$ cat config.mk
export PLATFORM = sky130hd
export DESIGN_NAME = ssos_ram
export DESIGN_NICKNAME = d
export VERILOG_FILES = /design/src/rtl/ssos_ram.sv
export SDC_FILE = /design/constraint.sdc
export NUM_CORES = 1
export LEC_CHECK = 0
export ABC_AREA = 1
export BUFFER_PORTS_ARGS = -buffer_cell sky130_fd_sc_hd__buf_4
export CORE_MARGIN = 4
export CORE_UTILIZATION = 55
export CTS_BUF_LIST = sky130_fd_sc_hd__clkbuf_8 sky130_fd_sc_hd__clkbuf_16
export DETAILED_ROUTE_END_ITERATION = 10
export MAX_ROUTING_LAYER = met4
export PLACE_DENSITY = 0.76
export SYNTH_ARGS = -nofsm -noshare
export SYNTH_HDL_FRONTEND = slang
export SYNTH_SLANG_ARGS = --single-unit
export TNS_END_PERCENT = 50
$ cat constraint.sdc
create_clock -name clock -period 1.35 [get_ports clock]
set_input_delay 0.2025 -clock clock [delete_from_list [all_inputs] [get_ports clock]]
set_output_delay 0.2025 -clock clock [all_outputs]
set_load 0.05 [all_outputs]
$ cat src/rtl/ssos_ram.sv
// Generic single-write, single-read RAM with registered read data.
// No dependencies.
module ssos_ram #(
   parameter int WIDTH = 8,
   parameter int DEPTH = 16
) (
   input  logic                                   clock,
   input  logic                                   wr_en,
   input  logic [(DEPTH > 1 ? $clog2(DEPTH) : 1)-1:0] wr_addr,
   input  logic [WIDTH-1:0]                       wr_data,
   input  logic                                   rd_en,
   input  logic [(DEPTH > 1 ? $clog2(DEPTH) : 1)-1:0] rd_addr,
   output logic [WIDTH-1:0]                       rd_data
);

   logic [WIDTH-1:0] mem [DEPTH];

   always_ff @(posedge clock) begin
      if (wr_en) begin
         mem[wr_addr] <= wr_data;
      end
      if (rd_en) begin
         rd_data <= mem[rd_addr];
      end
   end

endmodule

==> impl_metrics.toml <==
[timing]
worst_pin_slew_ns = 0.578
skew_ns = 0.00539
hold_violations = 0
setup_viol = 0
slew_headroom = 0.614
rsz0062_at_grt = "true"
post-route-period-util = 0.996
period_minus_slack_ns = 1.34
slew_violations = 0
fmax_ghz = 0.744

[critical_path]
cp-end-kind = "output port"
startpoint = "rd_data[4]"
timing.rr.end = "rd_data[1]"
crit_slowest_cell = "edfxtp_1"
cp.arrival_ns = 1.14
cp_num_buf_inv = 1
crit_family = "flip-flops"
r2r_slack_ns = 0.16
startpoint_type = "flop"
worstSetupPathType = "flop to output port"
crit_cells = 1
path_cells = "buf_6"
critPathMaxStageDelay_ns = 0.44
r2r_cells = 6
r2r-start = "mem[6][1]"
crit_required_ns = 1.15
path_max_fanout = 1
crit_end = "rd_data[4]"

[power_and_ir_drop]
p_leak_nw = 3.00
power_density_nw_per_um2 = 1490
vdd_drop_max_uv = 971

[cts]
cts_tree = "built"
cts.sinks = 136
cts_root_buf = "clkbuf_8"
cts-buffers-inserted = 17
clk_path_buf_depth = 2
clk_pin_slew_ns = 0.06
h-tree-depth = 4
clkLatencyLatePin_ns = 0.51
post_cts_buffers = 0

[synthesis]
synth_cell_types = 11
yosysWarnings = 0
avgSynthCellArea_um2 = 10.6
synth_cells = 551
ys_seq_area_frac = 0.698
ys_seq_elements = 136
netlist_area_um2 = 5850
syn_nets = 570

[final_layout]
finalCoreUtilization = 0.670
fin_cells = 746
n_antenna_cell = 0
fillers = 753
layout.nets = 618
drive_above_1_share = 0.136
syn2layout_area_growth_pct = 18.3

[floorplan]
ioPinCount = 27
die_w_um = 111
rows = 37
dieArea_um2 = 12300
initial_core_util = 0.566
core_area_um2 = 10300
die_y_um = 111

[detailed_routing]
routedWlPerCell_um = 17.2
ant_nets = 0
drcViolationCount = 0
viasPerCell = 5.29
dr.pass1.iters = 5
vias = 3947
wirelength_mm = 12.8
drtIter0Drc = 383

[worst_hold_path]
holdCritPathClass = "primary input to flop"

[job]
maxCapViolations = 0

[grt]
grt_usage = 0.223
antenna_found_initial = 0
grt_overflow_total = 0
grt_pass1_vias = 3929
grt_pass1_wl_mm = 20.3
grt_max_degree = 33

[place]
place_inst = 715
hpwl_mm = 8.15
routabilityCongestion = 0.943
port_buffers = 26

[status]
status = "finished, final reports clean"
[through the flow]
stage / total power, mW / cell area (µm²) / TNS, ns / worst slack, ns / hold slack [ns]
floorplan: 5.27 / 5850 / 0 / 0.197 / 0.301
global placement: 5.53 / 6270 / -0.168 / -0.0456 / 0.505
detailed placement: 5.55 / 6270 / -0.220 / -0.0693 / 0.511
CTS: 10.3 / 6910 / -0.00641 / -0.00641 / 0.0221
global route: 10.6 / 6910 / -0.0286 / -0.0156 / 0.0238
finish: 10.3 / 6910 / 0 / 0.00507 / 0.0309
[metal layers]
metal  track usage  share of wire  wire [µm]  up-vias
met3        0.0480          0.080       1020       28
li1              -              -          -     1874
met1         0.292           0.40       5170     1864
met2         0.348           0.49       6310      181
met4        0.0819          0.026        340        0
met5             -              0          0        -
[cell type report]
| class | instances | area [µm²] | area share |
|---|---|---|---|
| Clock buffer | 17 | 414 | 0.0599 |
| Clock inverter | 13 | 205 | 0.0297 |
| Inverter | 102 | 383 | 0.0554 |
| Multi-Input combinational cell | 289 | 1210 | 0.176 |
| Sequential cell | 136 | 4080 | 0.591 |
| Tap cell | 136 | 170 | 0.0246 |
| Timing Repair Buffer | 53 | 444 | 0.0642 |
[registers in the layout (all words and copies together) (netlist names)]
register / cells
mem: 128
rd_data: 8
[cell usage in the layout (no fill, tap or decap)]
cell           netlist  routed
clkinvlp_4           0       2
clkinv_1             0       1
nor2_1              17      17
clkinv_4             0       3
edfxtp_1           136     136
nand2_1            173     173
inv_1              100     100
buf_4                4      45
nand3_1             97      97
clkbuf_16            0      16
dlygate4sd3_1        0       1
nand3b_1             2       2
clkinv_2             0       2
buf_12               0       2
buf_6                6       5
bufinv_16            0       5
clkbuf_8             0       1
inv_2                2       2
[logic make-up (layout without fill, tap and decap cells)]
logic type             after synthesis  count (layout)  synth area share
AND/OR/NAND/NOR                    289             289             0.208
flip-flops                         136             136             0.698
buffers and inverters              126             185            0.0939
[worst min path at each step]
stage	from	end	slack, ns	depth (start not counted)
after global routing	wr_data[3]	mem[2][3]	0.02	1
after global placement	rd_en	rd_data[1]	0.50	1
final	wr_data[0]	mem[5][0]	0.03	1
after CTS	wr_data[3]	mem[6][3]	0.02	1
after detailed placement	rd_en	rd_data[1]	0.51	1
after floorplan	wr_data[0]	mem[0][0]	0.30	0
[repair_timing]
action                                  in CTS  in global routing
hold buffers                                 1                  0
resized for setup                            4                  1
pin swaps                                    0                  0
endpoints found under the setup margin       4                  3
hold endpoints to repair                     8                  0
[worst reg2reg max path: cells and delay by family (launching register included)]
kind,cells,cell delay [ns]
AND/OR/NAND/NOR,5,0.51
buffers and inverters,1,0.07
flip-flops,1,0.37
[cell usage after synthesis]
cell      instances  area (µm²)
buf_6             6        67.6
buf_1             1        3.75
buf_4             4        30.0
nand3_1          97         485
inv_2             2        7.51
buf_2            13        65.1
nand2_1         173         649
inv_1           100         375
edfxtp_1        136        4080
nor2_1           17        63.8
nand3b_1          2        15.0
[where the power goes]
| part | total [mW] | internal (mW) | switching, mW |
|---|---|---|---|
| Clock | 4.83 | 3.16 | 1.68 |
| Sequential | 4.79 | 4.76 | 0.0335 |
| Combinational | 0.685 | 0.215 | 0.470 |
Power figures use the tool's default switching activity.
