<file path="config.mk">
export PLATFORM = sky130hd
export DESIGN_NAME = ssos_arith
export DESIGN_NICKNAME = d
export VERILOG_FILES = /design/src/rtl/ssos_pkg.sv /design/src/rtl/ssos_arith.sv
export SDC_FILE = /design/constraint.sdc
export NUM_CORES = 2
export LEC_CHECK = 0
export BUFFER_PORTS_ARGS = -buffer_cell sky130_fd_sc_hd__buf_2
export CAP_MARGIN = 20
export CELL_PAD_IN_SITES_DETAIL_PLACEMENT = 1
export CELL_PAD_IN_SITES_GLOBAL_PLACEMENT = 2
export CORE_UTILIZATION = 38
export CTS_BUF_LIST = sky130_fd_sc_hd__clkbuf_8 sky130_fd_sc_hd__clkbuf_16
export DETAILED_ROUTE_END_ITERATION = 8
export PLACE_DENSITY_LB_ADDON = 0.1
export REMOVE_ABC_BUFFERS = 1
export SETUP_SLACK_MARGIN = 0.3
export SYNTH_ARGS = -nofsm -noshare
export SYNTH_HDL_FRONTEND = slang
export SYNTH_SLANG_ARGS = --single-unit
</file>
<file path="constraint.sdc">
create_clock -name clock -period 8.7 [get_ports clock]
set_input_delay 0.435 -clock clock [delete_from_list [all_inputs] [get_ports clock]]
set_output_delay 0.435 -clock clock [all_outputs]
set_load 0.03 [all_outputs]
</file>
<file path="src/rtl/ssos_pkg.sv">
// Shared types and constants for the segment/sphere occlusion summer.
// Used by ssos_arith and segment_sphere_occlusion_sum; no dependencies.
package ssos_pkg;

   typedef enum logic [1:0] {
      OP_INSERT     = 2'd0,
      OP_REMOVE     = 2'd1,
      OP_SET_RADIUS = 2'd2,
      OP_QUERY      = 2'd3
   } ssos_op_type;

   typedef struct packed {
      ssos_op_type        operation;
      logic [3:0]         slot;
      logic signed [15:0] ax;
      logic signed [15:0] ay;
      logic signed [15:0] az;
      logic signed [15:0] bx;
      logic signed [15:0] by;
      logic signed [15:0] bz;
      logic [11:0]        radius;
      logic               is_smoke;
      logic [11:0]        bloat;
   } ssos_req_type;

   typedef struct packed {
      logic        blocked;
      logic [19:0] covered_length;
   } ssos_rsp_type;

   // one table entry as stored in RAM
   typedef struct packed {
      logic               smoke;
      logic signed [15:0] cx;
      logic signed [15:0] cy;
      logic signed [15:0] cz;
      logic [11:0]        radius;
   } ssos_entry_type;

   typedef enum logic [1:0] {
      AOP_MUL  = 2'd0,   // signed 25x25 product
      AOP_PROJ = 2'd1,   // floor(num^2 * 2^16 / den)
      AOP_SQRT = 2'd2    // floor square root
   } ssos_aop_type;

   typedef struct packed {
      logic               start;
      ssos_aop_type       op;
      logic signed [24:0] ma;
      logic signed [24:0] mb;
      logic [33:0]        num;
      logic [33:0]        den;
      logic [49:0]        rad;
   } ssos_acmd_type;

   typedef struct packed {
      logic        done;
      logic [49:0] value;
   } ssos_ares_type;

   typedef enum logic [3:0] {
      A_IDLE, A_MUL, A_SQ0, A_SQ1, A_SQ2, A_SQ3, A_DIV, A_SQRT, A_DONE
   } ssos_astate_type;

   typedef enum logic [3:0] {
      S_IDLE, S_SETR, S_GO, S_WAIT, S_ENT_RD, S_ENT_LATCH,
      S_CLASS, S_CHECK, S_ADD, S_DONE
   } ssos_state_type;

   typedef enum logic [3:0] {
      J_L2, J_SLEN, J_FSQ, J_TSQ, J_DT, J_DV, J_RB, J_R2,
      J_Q1, J_Q2, J_OFFF, J_OFFT, J_HALF
   } ssos_job_type;

   localparam logic [5:0]  DIV_STEPS  = 6'd50;
   localparam logic [5:0]  SQRT_STEPS = 6'd25;
   localparam logic [1:0]  LANE_LAST  = 2'd2;
   localparam logic [15:0] THRESHOLD_RESET = 16'd108;

endpackage

</file>
<file path="src/rtl/ssos_arith.sv">
// Shared arithmetic unit: 25x25 multiply, squared-projection divide
// (one quotient bit a cycle) and floor square root (two radicand bits a cycle).
// Depends on ssos_pkg.
module ssos_arith
   import ssos_pkg::*;
(
   input  logic          clock,
   input  logic          reset,
   input  ssos_acmd_type cmd,
   output ssos_ares_type res
);

   ssos_astate_type state_ff, state_in;

   ssos_aop_type       op_ff;
   logic signed [24:0] ma_ff, mb_ff;
   logic [33:0]        num_ff, den_ff;
   logic signed [49:0] prod_ff;
   logic [67:0]        acc_ff;
   logic [33:0]        rem_ff;
   logic [49:0]        sh_ff, q_ff;
   logic [49:0]        sv_ff, sres_ff, sbit_ff;
   logic [5:0]         cnt_ff;

   logic signed [24:0] mul_a, mul_b, nh, nl;
   logic signed [49:0] mul_p;
   logic [67:0]        full;
   logic [34:0]        trial, trial_sub;
   logic               div_ge, sq_ge;
   logic [49:0]        sq_sum;

   assign nh = $signed({8'd0, num_ff[33:17]});
   assign nl = $signed({8'd0, num_ff[16:0]});

   always_comb begin
      mul_a = ma_ff;
      mul_b = mb_ff;
      unique case (state_ff)
         A_SQ0: begin mul_a = nh; mul_b = nh; end
         A_SQ1: begin mul_a = nh; mul_b = nl; end
         A_SQ2: begin mul_a = nl; mul_b = nl; end
         default: ;
      endcase
   end

   assign mul_p     = mul_a * mul_b;
   assign full      = acc_ff + {34'd0, prod_ff[33:0]};
   assign trial     = {rem_ff, sh_ff[49]};
   assign div_ge    = trial >= {1'b0, den_ff};
   assign trial_sub = trial - {1'b0, den_ff};
   assign sq_sum    = sres_ff + sbit_ff;
   assign sq_ge     = sv_ff >= sq_sum;

   // next state
   always_comb begin
      state_in = state_ff;
      unique case (state_ff)
         A_IDLE: begin
            if (cmd.start) begin
               unique case (cmd.op)
                  AOP_MUL:  state_in = A_MUL;
                  AOP_PROJ: state_in = A_SQ0;
                  AOP_SQRT: state_in = A_SQRT;
                  default:  state_in = A_IDLE;
               endcase
            end
         end
         A_MUL:  state_in = A_DONE;
         A_SQ0:  state_in = A_SQ1;
         A_SQ1:  state_in = A_SQ2;
         A_SQ2:  state_in = A_SQ3;
         A_SQ3:  state_in = A_DIV;
         A_DIV:  if (cnt_ff == 6'd1) state_in = A_DONE;
         A_SQRT: if (cnt_ff == 6'd1) state_in = A_DONE;
         A_DONE: state_in = A_IDLE;
         default: state_in = A_IDLE;
      endcase
   end

   // outputs
   always_comb begin
      res.done  = 1'b0;
      res.value = q_ff;
      unique case (state_ff)
         A_DONE: begin
            res.done = 1'b1;
            case (op_ff)
               AOP_MUL:  res.value = prod_ff;
               AOP_SQRT: res.value = {25'd0, sres_ff[24:0]};
               default:  res.value = q_ff;
            endcase
         end
         default: ;
      endcase
   end

   always_ff @(posedge clock) begin
      if (reset) begin
         state_ff <= A_IDLE;
      end else begin
         state_ff <= state_in;
      end

      unique case (state_ff)
         A_IDLE: begin
            if (cmd.start) begin
               op_ff   <= cmd.op;
               ma_ff   <= cmd.ma;
               mb_ff   <= cmd.mb;
               num_ff  <= cmd.num;
               den_ff  <= cmd.den;
               sv_ff   <= cmd.rad;
               sres_ff <= '0;
               sbit_ff <= 50'd1 << 48;
               cnt_ff  <= SQRT_STEPS;
            end
         end
         A_MUL, A_SQ0: prod_ff <= mul_p;
         A_SQ1: begin
            acc_ff  <= {prod_ff[33:0], 34'd0};
            prod_ff <= mul_p;
         end
         A_SQ2: begin
            acc_ff  <= acc_ff + {16'd0, prod_ff[33:0], 18'd0};
            prod_ff <= mul_p;
         end
         A_SQ3: begin
            // dividend is full << 16; its top part is already below den
            rem_ff <= full[67:34];
            sh_ff  <= {full[33:0], 16'd0};
            q_ff   <= '0;
            cnt_ff <= DIV_STEPS;
         end
         A_DIV: begin
            rem_ff <= div_ge ? trial_sub[33:0] : trial[33:0];
            q_ff   <= {q_ff[48:0], div_ge};
            sh_ff  <= {sh_ff[48:0], 1'b0};
            cnt_ff <= cnt_ff - 6'd1;
         end
         A_SQRT: begin
            sv_ff   <= sq_ge ? sv_ff - sq_sum : sv_ff;
            sres_ff <= sq_ge ? (sres_ff >> 1) + sbit_ff : sres_ff >> 1;
            sbit_ff <= sbit_ff >> 2;
            cnt_ff  <= cnt_ff - 6'd1;
         end
         default: ;
      endcase
   end

endmodule

</file>
==> out/qor.txt <==
FF+latch count, synth: 473
Fmax: 122 MHz
Worst setup margin: 494 ps
Crit Path Class: reg2reg
Layout area overhead: 17.1%
CP Data Arrival Time: 8630 ps
Initial Util: 0.383
Total detailed-routing wirelength: 170 mm
Mapped Area: 51900 µm²
Via count: 40500
Worst path required time: 9120 ps
Core Region: 135000 µm²
Wire per inst: 22.0 µm
Run status: complete, no violations
Crit-path max FO: 9
Share of cells above drive strength 1: 0.126
Period utilization: 0.943
FFs w/ async S/R, synth: 0
Top_reg_cell synth: edfxtp_1
Clk sinks: 473
Via-to-Cell Ratio: 5.24
Fillers: 15300
Synth cell types: 84
Initial antenna violation count: 0
GR Overflow Total: 0
Crit path launch type: flop
Final Slew Violations: 0
Post-Syn Area per Cell: 9.62 µm²
Slew @ Worst Pin: 1050 ps
Total CTS buffers: 59
Clock Tree Buf Depth: 3
Drt pass-1 iters: 5
DP HPWL: 138 mm
Worst Clk Skew: 49.5 ps
CP Capture Type: flop
Final Hold Vio Count: 0
DRC violations left: 0
Net count, final: 7059
Die X: 372 µm
Commonest cells after routing, fill and taps aside: inv_1 (718), nand2_1 (658), fa_1 (651), nor2_1 (475), edfxtp_1 (469)
CTS root buf: clkbuf_16
Post-synth EDFFs: 469
Final Critical Period: 8210 ps
Setup violators final: 0
N_diodes: 0
GRT Resource Usage Total: 0.244
DR iter-0 viols: 2572
DIE HEIGHT: 372 µm
Worst hold path type: in2reg
Die area: 138000 µm²
Max cap viols: 0
Most frequent CP cell: fa_1
CTS tree: done
Global-route wire length before repair: 258 mm
RSZ-0062 raised after global routing: true
Vias in the first global route: 42900
Clock latency on the worst-skew pair: 700 ps
ANT nets after route: 0
Placer Congestion: 0.923
Most common cell after layout, fill and taps aside: inv_1
Slew headroom: 0.293
Largest net degree at the start of global routing: 84
# rows: 135
Register area share after synthesis: 0.273
Critical Path Max Stage Delay: 610 ps
Synth Instances: 5393
Slowest CP cell: fa_1
IO buf count: 223
Clock slew seen by the registers of the worst setup and hold paths: 80 ps
Synth warn: 0
Htree depth: 2
Ports: 224
Worst slack at placement: -307 ps
cell families (layout without fill, tap and decap cells):
| family | after synthesis | count (layout) | synth area share |
|---|---|---|---|
| DFF | 473 | 473 | 0.273 |
| xor gates and xnor gates | 314 | 314 | 0.0530 |
| muxes | 36 | 36 | 0.00699 |
| AOI/OAI and AO/OA | 950 | 950 | 0.117 |
| adders and majority gates | 994 | 994 | 0.335 |
| and+or+nand+nor | 1691 | 1692 | 0.146 |
| buffers and inverters | 935 | 1482 | 0.0685 |
critical path: cells and delay by family, from the launching register on:
family / cells / cell delay, ps
and+or+nand+nor: 5 / 630
AOI/OAI and AO/OA: 8 / 2000
xor gates and xnor gates: 1 / 80
buffers and inverters: 9 / 1150
DFF: 1 / 340
adders and majority gates: 8 / 3720
registers in the layout, summed over array words and instances, names as in the netlist, 34 cells and up:
name and count:
den_ff 34, rem_ff 34, sv_ff 50, q_ff 50, prod_ff 50, sh_ff 34
sres_ff 50, acc_ff 50, num_ff 34
final cells by class:
type                    instances  area (µm²)  share of cell area
clock buffers                  59        1480              0.0243
clock inverters                51         439             0.00723
inverters                     714        2690              0.0443
multi-input cells            3986       34700               0.571
flip-flops and latches        473       14200               0.233
well taps                    1781        2230              0.0367
repair buffers                658        5070              0.0834
stage by stage:
stage                     setup TNS (ps)  utilization  area, µm²  instances  hold slack (ps)
final                                  0        0.449      60800       7722             60.9
after global routing                   0        0.449      60800       7722             30.7
after CTS                              0        0.442      59800       7663             1.63
after detailed placement            -588        0.416      56300       7403              501
after global placement              -264        0.416      56300       7403              491
after floorplan                  -281820            -      51000       5172              484
metal layers:
| metal | vias up | GRT usage | wire, µm |
|---|---|---|---|
| li1 | 18900 | - | - |
| met1 | 20600 | 0.341 | 79500 |
| met3 | 197 | 0.0225 | 6100 |
| met2 | 799 | 0.405 | 79600 |
| met4 | 0 | 0.0649 | 5060 |
| met5 | - | 0 | 0 |
worst paths after layout:
kind / start / end / slack [ps] / cells past startpoint
hold / removal: cmd[40] / sv_ff[40] / 60 / 3
setup reg to reg: state_ff[3] / prod_ff[49] / 490 / 31
hold reg to reg: sh_ff[38] / sh_ff[39] / 490 / 2
setup / recovery: state_ff[3] / prod_ff[49] / 490 / 31
cell usage after synthesis (all sizes together) (59+ instances only):
| master | number | area share |
|---|---|---|
| inv | 712 | 0.052 |
| fa | 662 | 0.26 |
| nand2 | 662 | 0.048 |
| nor2 | 494 | 0.036 |
| edfxtp | 469 | 0.27 |
| ha | 332 | 0.080 |
| o21ai | 285 | 0.028 |
| a21oi | 223 | 0.022 |
| clkbuf | 203 | 0.015 |
| xor2 | 161 | 0.027 |
| xnor2 | 153 | 0.026 |
| a21o | 108 | 0.016 |
| and2 | 107 | 0.013 |
| and3 | 101 | 0.012 |
| nand2b | 79 | 0.0095 |
| nand3 | 66 | 0.0064 |
| a31oi | 59 | 0.0074 |
repair_timing:
item / in CTS / in global routing
setup buffers: 2 / 53
endpoints found under the hold margin: 151 / 0
setup endpoints to repair: 14 / 17
pin swaps: 3 / 60
gates cloned: 0 / 6
hold buffers: 148 / 0
gates resized for setup: 22 / 128
Power is left out: the tool's default activity adds up to more than one toggle a clock period on the data nets, which glitch-free logic cannot reach.
